### src/sv/hid_gamepad_report_decoder_macros.svh
// Assertion helpers for the HID gamepad decoder.
// Each macro expects clk and arst_n to be visible in the calling module.
`ifndef HID_GAMEPAD_REPORT_DECODER_MACROS_SVH
`define HID_GAMEPAD_REPORT_DECODER_MACROS_SVH

// Same-cycle implication
`define HGRD_ASSERT_NOW(label, ante, cons, msg) \
	label: assert property (@(posedge clk) disable iff (!arst_n) (ante) |-> (cons)) \
		else $error(msg);

// Next-cycle implication
`define HGRD_ASSERT_NEXT(label, ante, cons, msg) \
	label: assert property (@(posedge clk) disable iff (!arst_n) (ante) |=> (cons)) \
		else $error(msg);

`endif

### src/sv/hgrd_pkg.sv
package hgrd_pkg;

	// NES mask bits
	localparam logic [7:0] DIR_UP    = 8'h10;
	localparam logic [7:0] DIR_DOWN  = 8'h20;
	localparam logic [7:0] DIR_LEFT  = 8'h40;
	localparam logic [7:0] DIR_RIGHT = 8'h80;

	// Axis deadzone: below 128-64 or above 128+64 is a direction
	localparam logic [7:0] AXIS_LO = 8'd64;
	localparam logic [7:0] AXIS_HI = 8'd192;

	localparam logic [7:0] ANY_ID = 8'hFF;

	// Byte counter saturates at 256
	localparam int CNT_W = 9;
	localparam logic [CNT_W-1:0] CNT_MAX = 9'd256;

	// D-pad modes
	localparam logic [1:0] MODE_AXIS = 2'd0;
	localparam logic [1:0] MODE_HAT  = 2'd1;
	localparam logic [1:0] MODE_DBIT = 2'd2;

	// Register map, index = paddr[5:3]
	localparam int ADDR_W = 6;
	localparam logic [2:0] REG_DPAD_MODE   = 3'd0;
	localparam logic [2:0] REG_DPAD_OFFSET = 3'd1;
	localparam logic [2:0] REG_X_OFFSET    = 3'd2;
	localparam logic [2:0] REG_Y_OFFSET    = 3'd3;
	localparam logic [2:0] REG_BTN_OFFSET  = 3'd4;
	localparam logic [2:0] REG_MAP_LOW     = 3'd5;
	localparam logic [2:0] REG_MAP_HIGH    = 3'd6;
	localparam logic [2:0] REG_ID_FILTER   = 3'd7;

	typedef struct packed {
		logic [1:0]  dpad_mode;
		logic [3:0]  dpad_offset;
		logic [7:0]  x_offset;
		logic [7:0]  y_offset;
		logic [3:0]  button_offset;
		logic [63:0] button_map_low;
		logic [63:0] button_map_high;
		logic [7:0]  id_filter;
	} cfg_t;

	typedef struct packed {
		logic       valid;
		logic [7:0] pad_bits;
		logic       changed;
		logic       accepted;
	} res_t;

	// Hat switch: 0..7 clockwise from up, anything else centered
	function automatic logic [7:0] hat_dir(input logic [3:0] h);
		logic [7:0] d;
		case (h)
			4'd0: d = DIR_UP;
			4'd1: d = DIR_UP | DIR_RIGHT;
			4'd2: d = DIR_RIGHT;
			4'd3: d = DIR_DOWN | DIR_RIGHT;
			4'd4: d = DIR_DOWN;
			4'd5: d = DIR_DOWN | DIR_LEFT;
			4'd6: d = DIR_LEFT;
			4'd7: d = DIR_UP | DIR_LEFT;
			default: d = 8'h00;
		endcase
		return d;
	endfunction

endpackage

### src/sv/hgrd_cfg.sv
module hgrd_cfg (
	input  logic                      clk,
	input  logic                      arst_n,
	input  logic                      psel,
	input  logic                      penable,
	input  logic                      pwrite,
	input  logic [hgrd_pkg::ADDR_W-1:0] paddr,
	input  logic [63:0]               pwdata,
	output logic [63:0]               prdata,
	output logic                      pready,
	output hgrd_pkg::cfg_t            cfg
);
	import hgrd_pkg::*;

	cfg_t cfg_q;
	logic wr_en;
	logic [2:0] idx;

	assign pready = 1'b1;
	assign wr_en = psel & penable & pwrite & pready;
	assign idx = paddr[ADDR_W-1:3];
	assign cfg = cfg_q;

	// Register writes
	always_ff @(posedge clk or negedge arst_n) begin
		if (!arst_n) begin
			cfg_q.dpad_mode       <= MODE_HAT;
			cfg_q.dpad_offset     <= 4'd1;
			cfg_q.x_offset        <= 8'd0;
			cfg_q.y_offset        <= 8'd0;
			cfg_q.button_offset   <= 4'd2;
			cfg_q.button_map_low  <= 64'h0000_0000_0202_0104;
			cfg_q.button_map_high <= 64'h0000_0000_0800_0000;
			cfg_q.id_filter       <= ANY_ID;
		end else if (wr_en) begin
			case (idx)
				REG_DPAD_MODE:   cfg_q.dpad_mode       <= pwdata[1:0];
				REG_DPAD_OFFSET: cfg_q.dpad_offset     <= pwdata[3:0];
				REG_X_OFFSET:    cfg_q.x_offset        <= pwdata[7:0];
				REG_Y_OFFSET:    cfg_q.y_offset        <= pwdata[7:0];
				REG_BTN_OFFSET:  cfg_q.button_offset   <= pwdata[3:0];
				REG_MAP_LOW:     cfg_q.button_map_low  <= pwdata;
				REG_MAP_HIGH:    cfg_q.button_map_high <= pwdata;
				REG_ID_FILTER:   cfg_q.id_filter       <= pwdata[7:0];
				default: ;
			endcase
		end
	end

	// Readback
	always_comb begin
		case (idx)
			REG_DPAD_MODE:   prdata = {62'd0, cfg_q.dpad_mode};
			REG_DPAD_OFFSET: prdata = {60'd0, cfg_q.dpad_offset};
			REG_X_OFFSET:    prdata = {56'd0, cfg_q.x_offset};
			REG_Y_OFFSET:    prdata = {56'd0, cfg_q.y_offset};
			REG_BTN_OFFSET:  prdata = {60'd0, cfg_q.button_offset};
			REG_MAP_LOW:     prdata = cfg_q.button_map_low;
			REG_MAP_HIGH:    prdata = cfg_q.button_map_high;
			REG_ID_FILTER:   prdata = {56'd0, cfg_q.id_filter};
			default:         prdata = 64'd0;
		endcase
	end

endmodule

### src/sv/hgrd_core.sv
`include "hid_gamepad_report_decoder_macros.svh"

module hgrd_core (
	input  logic           clk,
	input  logic           arst_n,
	input  hgrd_pkg::cfg_t cfg,
	input  logic           in_valid,
	output logic           in_ready,
	input  logic           in_action,
	input  logic [7:0]     in_data,
	input  logic [7:0]     in_rid,
	input  logic           in_last,
	input  logic           out_free,
	output hgrd_pkg::res_t res
);
	import hgrd_pkg::*;

	// Input register
	logic       valid_s1;
	logic       action_s1;
	logic [7:0] data_s1;
	logic [7:0] rid_s1;
	logic       last_s1;

	// Report state
	logic [CNT_W-1:0] cnt_q;
	logic [7:0] pad_q;
	logic [7:0] cap_x_q, cap_y_q, cap_dpad_q, cap_blo_q, cap_bhi_q;

	logic has_res, proc;
	logic [CNT_W-1:0] pos, len;
	logic [4:0] bo_next;
	logic hit_x, hit_y, hit_dpad, hit_blo, hit_bhi;
	logic [7:0] x_eff, y_eff, dpad_eff, blo_eff, bhi_eff;
	logic [7:0] dir_bits, btn_bits, bits;
	logic id_ok;

	assign has_res = ~action_s1 & last_s1;
	assign proc = valid_s1 & (~has_res | out_free);
	assign in_ready = ~valid_s1 | proc;

	always_ff @(posedge clk or negedge arst_n) begin
		if (!arst_n) begin
			valid_s1 <= 1'b0;
		end else if (in_ready) begin
			valid_s1 <= in_valid;
		end
	end

	always_ff @(posedge clk) begin
		if (in_valid & in_ready) begin
			action_s1 <= in_action;
			data_s1   <= in_data;
			rid_s1    <= in_rid;
			last_s1   <= in_last;
		end
	end

	// Position match; the current byte bypasses the capture registers
	assign pos = cnt_q;
	assign bo_next = {1'b0, cfg.button_offset} + 5'd1;
	assign hit_x    = (pos == {1'b0, cfg.x_offset});
	assign hit_y    = (pos == {1'b0, cfg.y_offset});
	assign hit_dpad = (pos == {5'd0, cfg.dpad_offset});
	assign hit_blo  = (pos == {5'd0, cfg.button_offset});
	assign hit_bhi  = (pos == {4'd0, bo_next});

	assign x_eff    = hit_x    ? data_s1 : cap_x_q;
	assign y_eff    = hit_y    ? data_s1 : cap_y_q;
	assign dpad_eff = hit_dpad ? data_s1 : cap_dpad_q;
	assign blo_eff  = hit_blo  ? data_s1 : cap_blo_q;
	assign bhi_eff  = hit_bhi  ? data_s1 : cap_bhi_q;

	// Length including this byte, saturating
	assign len = (cnt_q == CNT_MAX) ? cnt_q : cnt_q + 9'd1;

	// Direction decode
	always_comb begin
		dir_bits = 8'h00;
		case (cfg.dpad_mode)
			MODE_AXIS: begin
				if (len > {1'b0, cfg.x_offset} && len > {1'b0, cfg.y_offset}) begin
					if (x_eff < AXIS_LO) dir_bits = dir_bits | DIR_LEFT;
					if (x_eff > AXIS_HI) dir_bits = dir_bits | DIR_RIGHT;
					if (y_eff < AXIS_LO) dir_bits = dir_bits | DIR_UP;
					if (y_eff > AXIS_HI) dir_bits = dir_bits | DIR_DOWN;
				end
			end
			MODE_HAT: begin
				if (len > {5'd0, cfg.dpad_offset}) dir_bits = hat_dir(dpad_eff[3:0]);
			end
			MODE_DBIT: begin
				// up, down, left, right sit in the top nibble in that order
				if (len > {5'd0, cfg.dpad_offset}) dir_bits = {dpad_eff[3:0], 4'h0};
			end
			default: dir_bits = 8'h00;
		endcase
	end

	// Button map: each pressed button ORs in its map byte
	always_comb begin
		btn_bits = 8'h00;
		if (len > {4'd0, bo_next}) begin
			for (int i = 0; i < 8; i++) begin
				if (blo_eff[i]) btn_bits = btn_bits | cfg.button_map_low[8*i +: 8];
				if (bhi_eff[i]) btn_bits = btn_bits | cfg.button_map_high[8*i +: 8];
			end
		end
	end

	assign bits  = dir_bits | btn_bits;
	assign id_ok = (cfg.id_filter == ANY_ID) || (rid_s1 == cfg.id_filter);

	assign res.valid    = proc & has_res;
	assign res.pad_bits = id_ok ? bits : pad_q;
	assign res.changed  = id_ok & (bits != pad_q);
	assign res.accepted = id_ok;

	// Counter and pad state
	always_ff @(posedge clk or negedge arst_n) begin
		if (!arst_n) begin
			cnt_q <= '0;
			pad_q <= 8'h00;
		end else if (proc) begin
			if (action_s1) begin
				cnt_q <= '0;
				pad_q <= 8'h00;
			end else begin
				cnt_q <= last_s1 ? '0 : len;
				if (last_s1 && id_ok) pad_q <= bits;
			end
		end
	end

	// Captured bytes
	always_ff @(posedge clk) begin
		if (proc && !action_s1) begin
			if (hit_x)    cap_x_q    <= data_s1;
			if (hit_y)    cap_y_q    <= data_s1;
			if (hit_dpad) cap_dpad_q <= data_s1;
			if (hit_blo)  cap_blo_q  <= data_s1;
			if (hit_bhi)  cap_bhi_q  <= data_s1;
		end
	end

	`HGRD_ASSERT_NOW(a_cnt_bound, 1'b1, cnt_q <= CNT_MAX, "byte count past saturation")
	`HGRD_ASSERT_NEXT(a_last_clears, proc && !action_s1 && last_s1, cnt_q == '0, "count kept")
	`HGRD_ASSERT_NEXT(a_conn_clears, proc && action_s1, cnt_q == '0 && pad_q == 8'h00, "no clear")

endmodule

### src/sv/hid_gamepad_report_decoder.sv
// An input item is held in the input register, decoded out of it, and its result is
// held in the result register on the master side.
// Throughput: one item per cycle; only a stalled result holds back report-ending items.
// Reset (arst_n low): registers return to defaults, byte count and pad state clear,
// no result pending.
`include "hid_gamepad_report_decoder_macros.svh"

module hid_gamepad_report_decoder (
	input  logic                        clk,
	input  logic                        arst_n,
	// APB configuration
	input  logic                        psel,
	input  logic                        penable,
	input  logic                        pwrite,
	input  logic [hgrd_pkg::ADDR_W-1:0] paddr,
	input  logic [63:0]                 pwdata,
	output logic [63:0]                 prdata,
	output logic                        pready,
	// Report bytes in
	input  logic                        s_axis_tvalid,
	output logic                        s_axis_tready,
	input  logic [15:0]                 s_axis_tdata,  // [7:0] data byte, [15:8] report ID
	input  logic                        s_axis_tlast,  // last_byte
	input  logic                        s_axis_tuser,  // [0] action
	// Button mask out
	output logic                        m_axis_tvalid,
	input  logic                        m_axis_tready,
	output logic [7:0]                  m_axis_tdata,  // [7:0] pad_bits
	output logic [1:0]                  m_axis_tuser   // [0] changed, [1] accepted
);
	import hgrd_pkg::*;

	cfg_t cfg;
	res_t res;

	logic       out_valid_q;
	logic [7:0] out_bits_q;
	logic       out_changed_q;
	logic       out_accepted_q;
	logic       out_free;

	hgrd_cfg u_cfg (
		.clk     (clk),
		.arst_n  (arst_n),
		.psel    (psel),
		.penable (penable),
		.pwrite  (pwrite),
		.paddr   (paddr),
		.pwdata  (pwdata),
		.prdata  (prdata),
		.pready  (pready),
		.cfg     (cfg)
	);

	hgrd_core u_core (
		.clk       (clk),
		.arst_n    (arst_n),
		.cfg       (cfg),
		.in_valid  (s_axis_tvalid),
		.in_ready  (s_axis_tready),
		.in_action (s_axis_tuser),
		.in_data   (s_axis_tdata[7:0]),
		.in_rid    (s_axis_tdata[15:8]),
		.in_last   (s_axis_tlast),
		.out_free  (out_free),
		.res       (res)
	);

	// Result register
	assign out_free = ~out_valid_q | m_axis_tready;

	always_ff @(posedge clk or negedge arst_n) begin
		if (!arst_n) begin
			out_valid_q <= 1'b0;
		end else if (out_free) begin
			out_valid_q <= res.valid;
		end
	end

	always_ff @(posedge clk) begin
		if (out_free && res.valid) begin
			out_bits_q     <= res.pad_bits;
			out_changed_q  <= res.changed;
			out_accepted_q <= res.accepted;
		end
	end

	assign m_axis_tvalid = out_valid_q;
	assign m_axis_tdata  = out_bits_q;
	assign m_axis_tuser  = {out_accepted_q, out_changed_q};

	`HGRD_ASSERT_NOW(a_reject_flag, out_valid_q && !out_accepted_q, !out_changed_q, "reject changed")
	`HGRD_ASSERT_NEXT(a_out_hold, m_axis_tvalid && !m_axis_tready, m_axis_tvalid, "result dropped")
	`HGRD_ASSERT_NEXT(a_data_hold, m_axis_tvalid && !m_axis_tready, $stable(m_axis_tdata), "data moved")

endmodule

### config.mk
export PLATFORM = sky130hd
export DESIGN_NAME = hid_gamepad_report_decoder
export DESIGN_NICKNAME = d
export VERILOG_FILES = /design/src/sv/hgrd_pkg.sv /design/src/sv/hgrd_cfg.sv /design/src/sv/hgrd_core.sv /design/src/sv/hid_gamepad_report_decoder.sv
export VERILOG_INCLUDE_DIRS = /design/src /design/src/sv
export SDC_FILE = /design/constraint.sdc
export NUM_CORES = 1
export LEC_CHECK = 0
export BUFFER_PORTS_ARGS = -buffer_cell sky130_fd_sc_hd__buf_4
export CORE_ASPECT_RATIO = 1.4
export CORE_UTILIZATION = 63
export DETAILED_ROUTE_END_ITERATION = 8
export PLACE_DENSITY = 0.86
export SLEW_MARGIN = 20
export SYNTH_ARGS = -nofsm -noshare
export SYNTH_HDL_FRONTEND = slang
export SYNTH_SLANG_ARGS = --single-unit
### constraint.sdc
create_clock -name clk -period 9.93 [get_ports clk]
set_input_delay 1.986 -clock clk [delete_from_list [all_inputs] [get_ports clk]]
set_output_delay 1.986 -clock clk [all_outputs]
set_load 0.03 [all_outputs]
==> results.ini <==
[run_status]
status = completed

[synth]
synth_area_um2 = 13000
yosysMostFrequentCell = mux2_2
ys_seq_elements = 245
ys.flop_type = dfrtp_1
syn-mean-instance-area_um2 = 11.8
synth_enable_flop_cells = 64
synth_cells = 1110
yosysSeqAreaShare = 0.496
synth.largest_area_cell = dfrtp_1
synth_commonest_cells = mux2_2 (174), dfrtp_1 (165), nand2_1 (95)
syn_nets = 1233
yosys-top-cells-area = dfrtp_1 (32%), mux2_2 (15%), edfxtp_1 (15%)
synthArstFlopShare = 0.739
ys_types = 74
yosysWarnings = 0
synth_top_area_frac = 0.317

[sta]
period_share = 0.591
worst_pin_slew_ps = 1100
skew_ps = 10.0
finalSetupViolCount = 0
hold_viol = 0
finalWorstSetupSlack_ps = 4060
finalSetupTns_ps = 0
relSlewSlack = 0.261
rsz0062_at_grt = false
fin_crit_ps = 5870
drv_slew = 0
fmax_ghz = 0.170

[pwr]
power.leakage_nw = 6.65
ir_drop_mv = 0.169
p_per_area_nw_per_um2 = 205

[route]
drcViolationCount = 0
via_per_inst = 6.80
totalWireLength_um = 38300
wire_per_inst_um = 25.1
firstDrtPassIters = 7
drtIter0Drc = 1013
detail-route-antenna-nets = 0
vias = 10400

[critical_path]
path_class = primary input to output pin
endpoint_kind = output pin
worstReg2RegEnd = out_changed_q
crit_arrival_ps = 3880
reg2reg_slack_ps = 4860
startpoint_type = primary input
ff2ff_path_depth = 16
r2r-start = u_core.cnt_q[1]
crit_fanout = 56
critPathRequiredTime_ps = 7940

[clocking]
postCtsSetupRepairBufs = 0
clock-root-buffer = clkbuf_16
cts_tree = built
ctsResizeCount = 0
cts_made_buffers = 25
path_clk_slew_ps = 60
cts_num_sinks = 245
h-tree-depth = 1
clk_latency_ps = 530
cts_buffer_depth = 3
cts_hold_buf = 0

[worst_hold_path]
min-delay-start = u_core.pad_q[6]
hold_path.class = register to register
holdPathStages = 2
whs_endpoint = u_core.pad_q[6]

[finish]
layout.nets = 1380
n_antenna_cell = 0
syn2layout_area_growth_pct = 17.6
design_area_um2 = 15300
fillers = 1302
drive_gt1_frac = 0.340

[grt]
overflow = 0
grt_pass1_wl_um = 58800
antenna_found_initial = 0
grt_pass1_vias = 10300
track_usage = 0.371
grt_max_degree = 96

[floorplan]
start_util = 0.650
dieArea_um2 = 21300
coreArea_um2 = 20100
die_w_um = 124
die_h_um = 172
num_io_pins = 172
num_rows = 61

[placement]
dp_hpwl_um = 26600
dpl_worst_slack_ps = 4100
placed_cell_area_um2 = 14400
gp_congestion = 0.965
place.port_buffers = 167

[flow_run]
cap_violations = 0

sequential cells by signal, summed over array words and instances, names as in the netlist:
| name | flops |
|---|---|
| u_core.valid_s1 | 1 |
| u_core.cap_blo_q | 8 |
| u_core.rid_s1 | 8 |
| u_core.cap_y_q | 8 |
| u_core.data_s1 | 8 |
| m_axis_tvalid | 1 |
| u_core.last_s1 | 1 |
| u_core.action_s1 | 1 |
| u_core.cnt_q | 9 |
| u_core.cap_dpad_q | 4 |
| m_axis_tdata | 8 |
| u_cfg.cfg | 162 |
| out_changed_q | 1 |
| u_core.cap_x_q | 8 |
| u_core.pad_q | 8 |
| out_accepted_q | 1 |
| u_core.cap_bhi_q | 8 |
per-layer routing:
metal  routed length (um)  GRT usage
met3                 3160     0.0617
met4                 2800      0.243
met2                18600      0.602
met1                13700      0.455
met5                    0          0
where the power goes:
part           leakage, nW  switching (W)  internal (W)
clock network        0.439       0.000409      0.000590
logic                 3.33       0.000433      0.000340
registers             2.88       0.000176       0.00120
total                 6.65        0.00102       0.00213
cells in the final DEF, fill, tap and decap left out, drive strengths merged, types with 26 or more instances in the layout:
master	n
edfxtp	64
nand2	96
clkbuf	37
xnor2	26
ha	28
nor2	35
inv	38
buf	177
dfrtp	165
o21ai	55
mux2	176
a22o	71
a22oi	38
cells by family after synthesis:
| group | share of synthesized area |
|---|---|
| AOI/OAI and AO/OA | 0.146 |
| buffers and inverters | 0.0318 |
| muxes | 0.175 |
| adders and majority gates | 0.0269 |
| and+or+nand+nor | 0.0921 |
| xor gates and xnor gates | 0.0322 |
| DFF | 0.496 |
| other | 0.000288 |
final cells by class:
type | count | area (um2) | area share
Clock inverter | 8 | 76.3 | 0.00498
Multi-Input combinational cell | 769 | 6180 | 0.403
Timing Repair Buffer | 177 | 1340 | 0.0871
Clock buffer | 37 | 806 | 0.0525
Sequential cell | 245 | 6470 | 0.422
Inverter | 39 | 146 | 0.00955
Tap cell | 252 | 315 | 0.0206
stage by stage:
stage	std cells	power (W)	util	hold slack, ps
final	1527	0.00315	0.764	496
after global routing	1527	0.00325	0.764	549
after CTS	1527	0.00312	0.764	491
after detailed placement	1482	0.00213	0.720	474
after global placement	1482	0.00210	0.720	462
after floorplan	1110	0.00183	-	450
worst max-delay path, cell delays in order:
cell and delay, ps:
buf_4 230, nor2b_1 390, and2_2 210, buf_4 520, a22o_1 310, buf_4 180
worst max path at each step:
stage | from | end | slack [ps] | depth (start not counted)
after global placement | paddr[5] | prdata[17] | 4140 | 6
final | paddr[5] | prdata[17] | 4060 | 6
after detailed placement | paddr[5] | prdata[17] | 4100 | 6
after global routing | paddr[5] | prdata[17] | 4010 | 6
after CTS | paddr[5] | prdata[17] | 4120 | 6
after floorplan | paddr[3] | prdata[4] | 4240 | 7
Note: power is estimated with default switching activity, not from simulation.
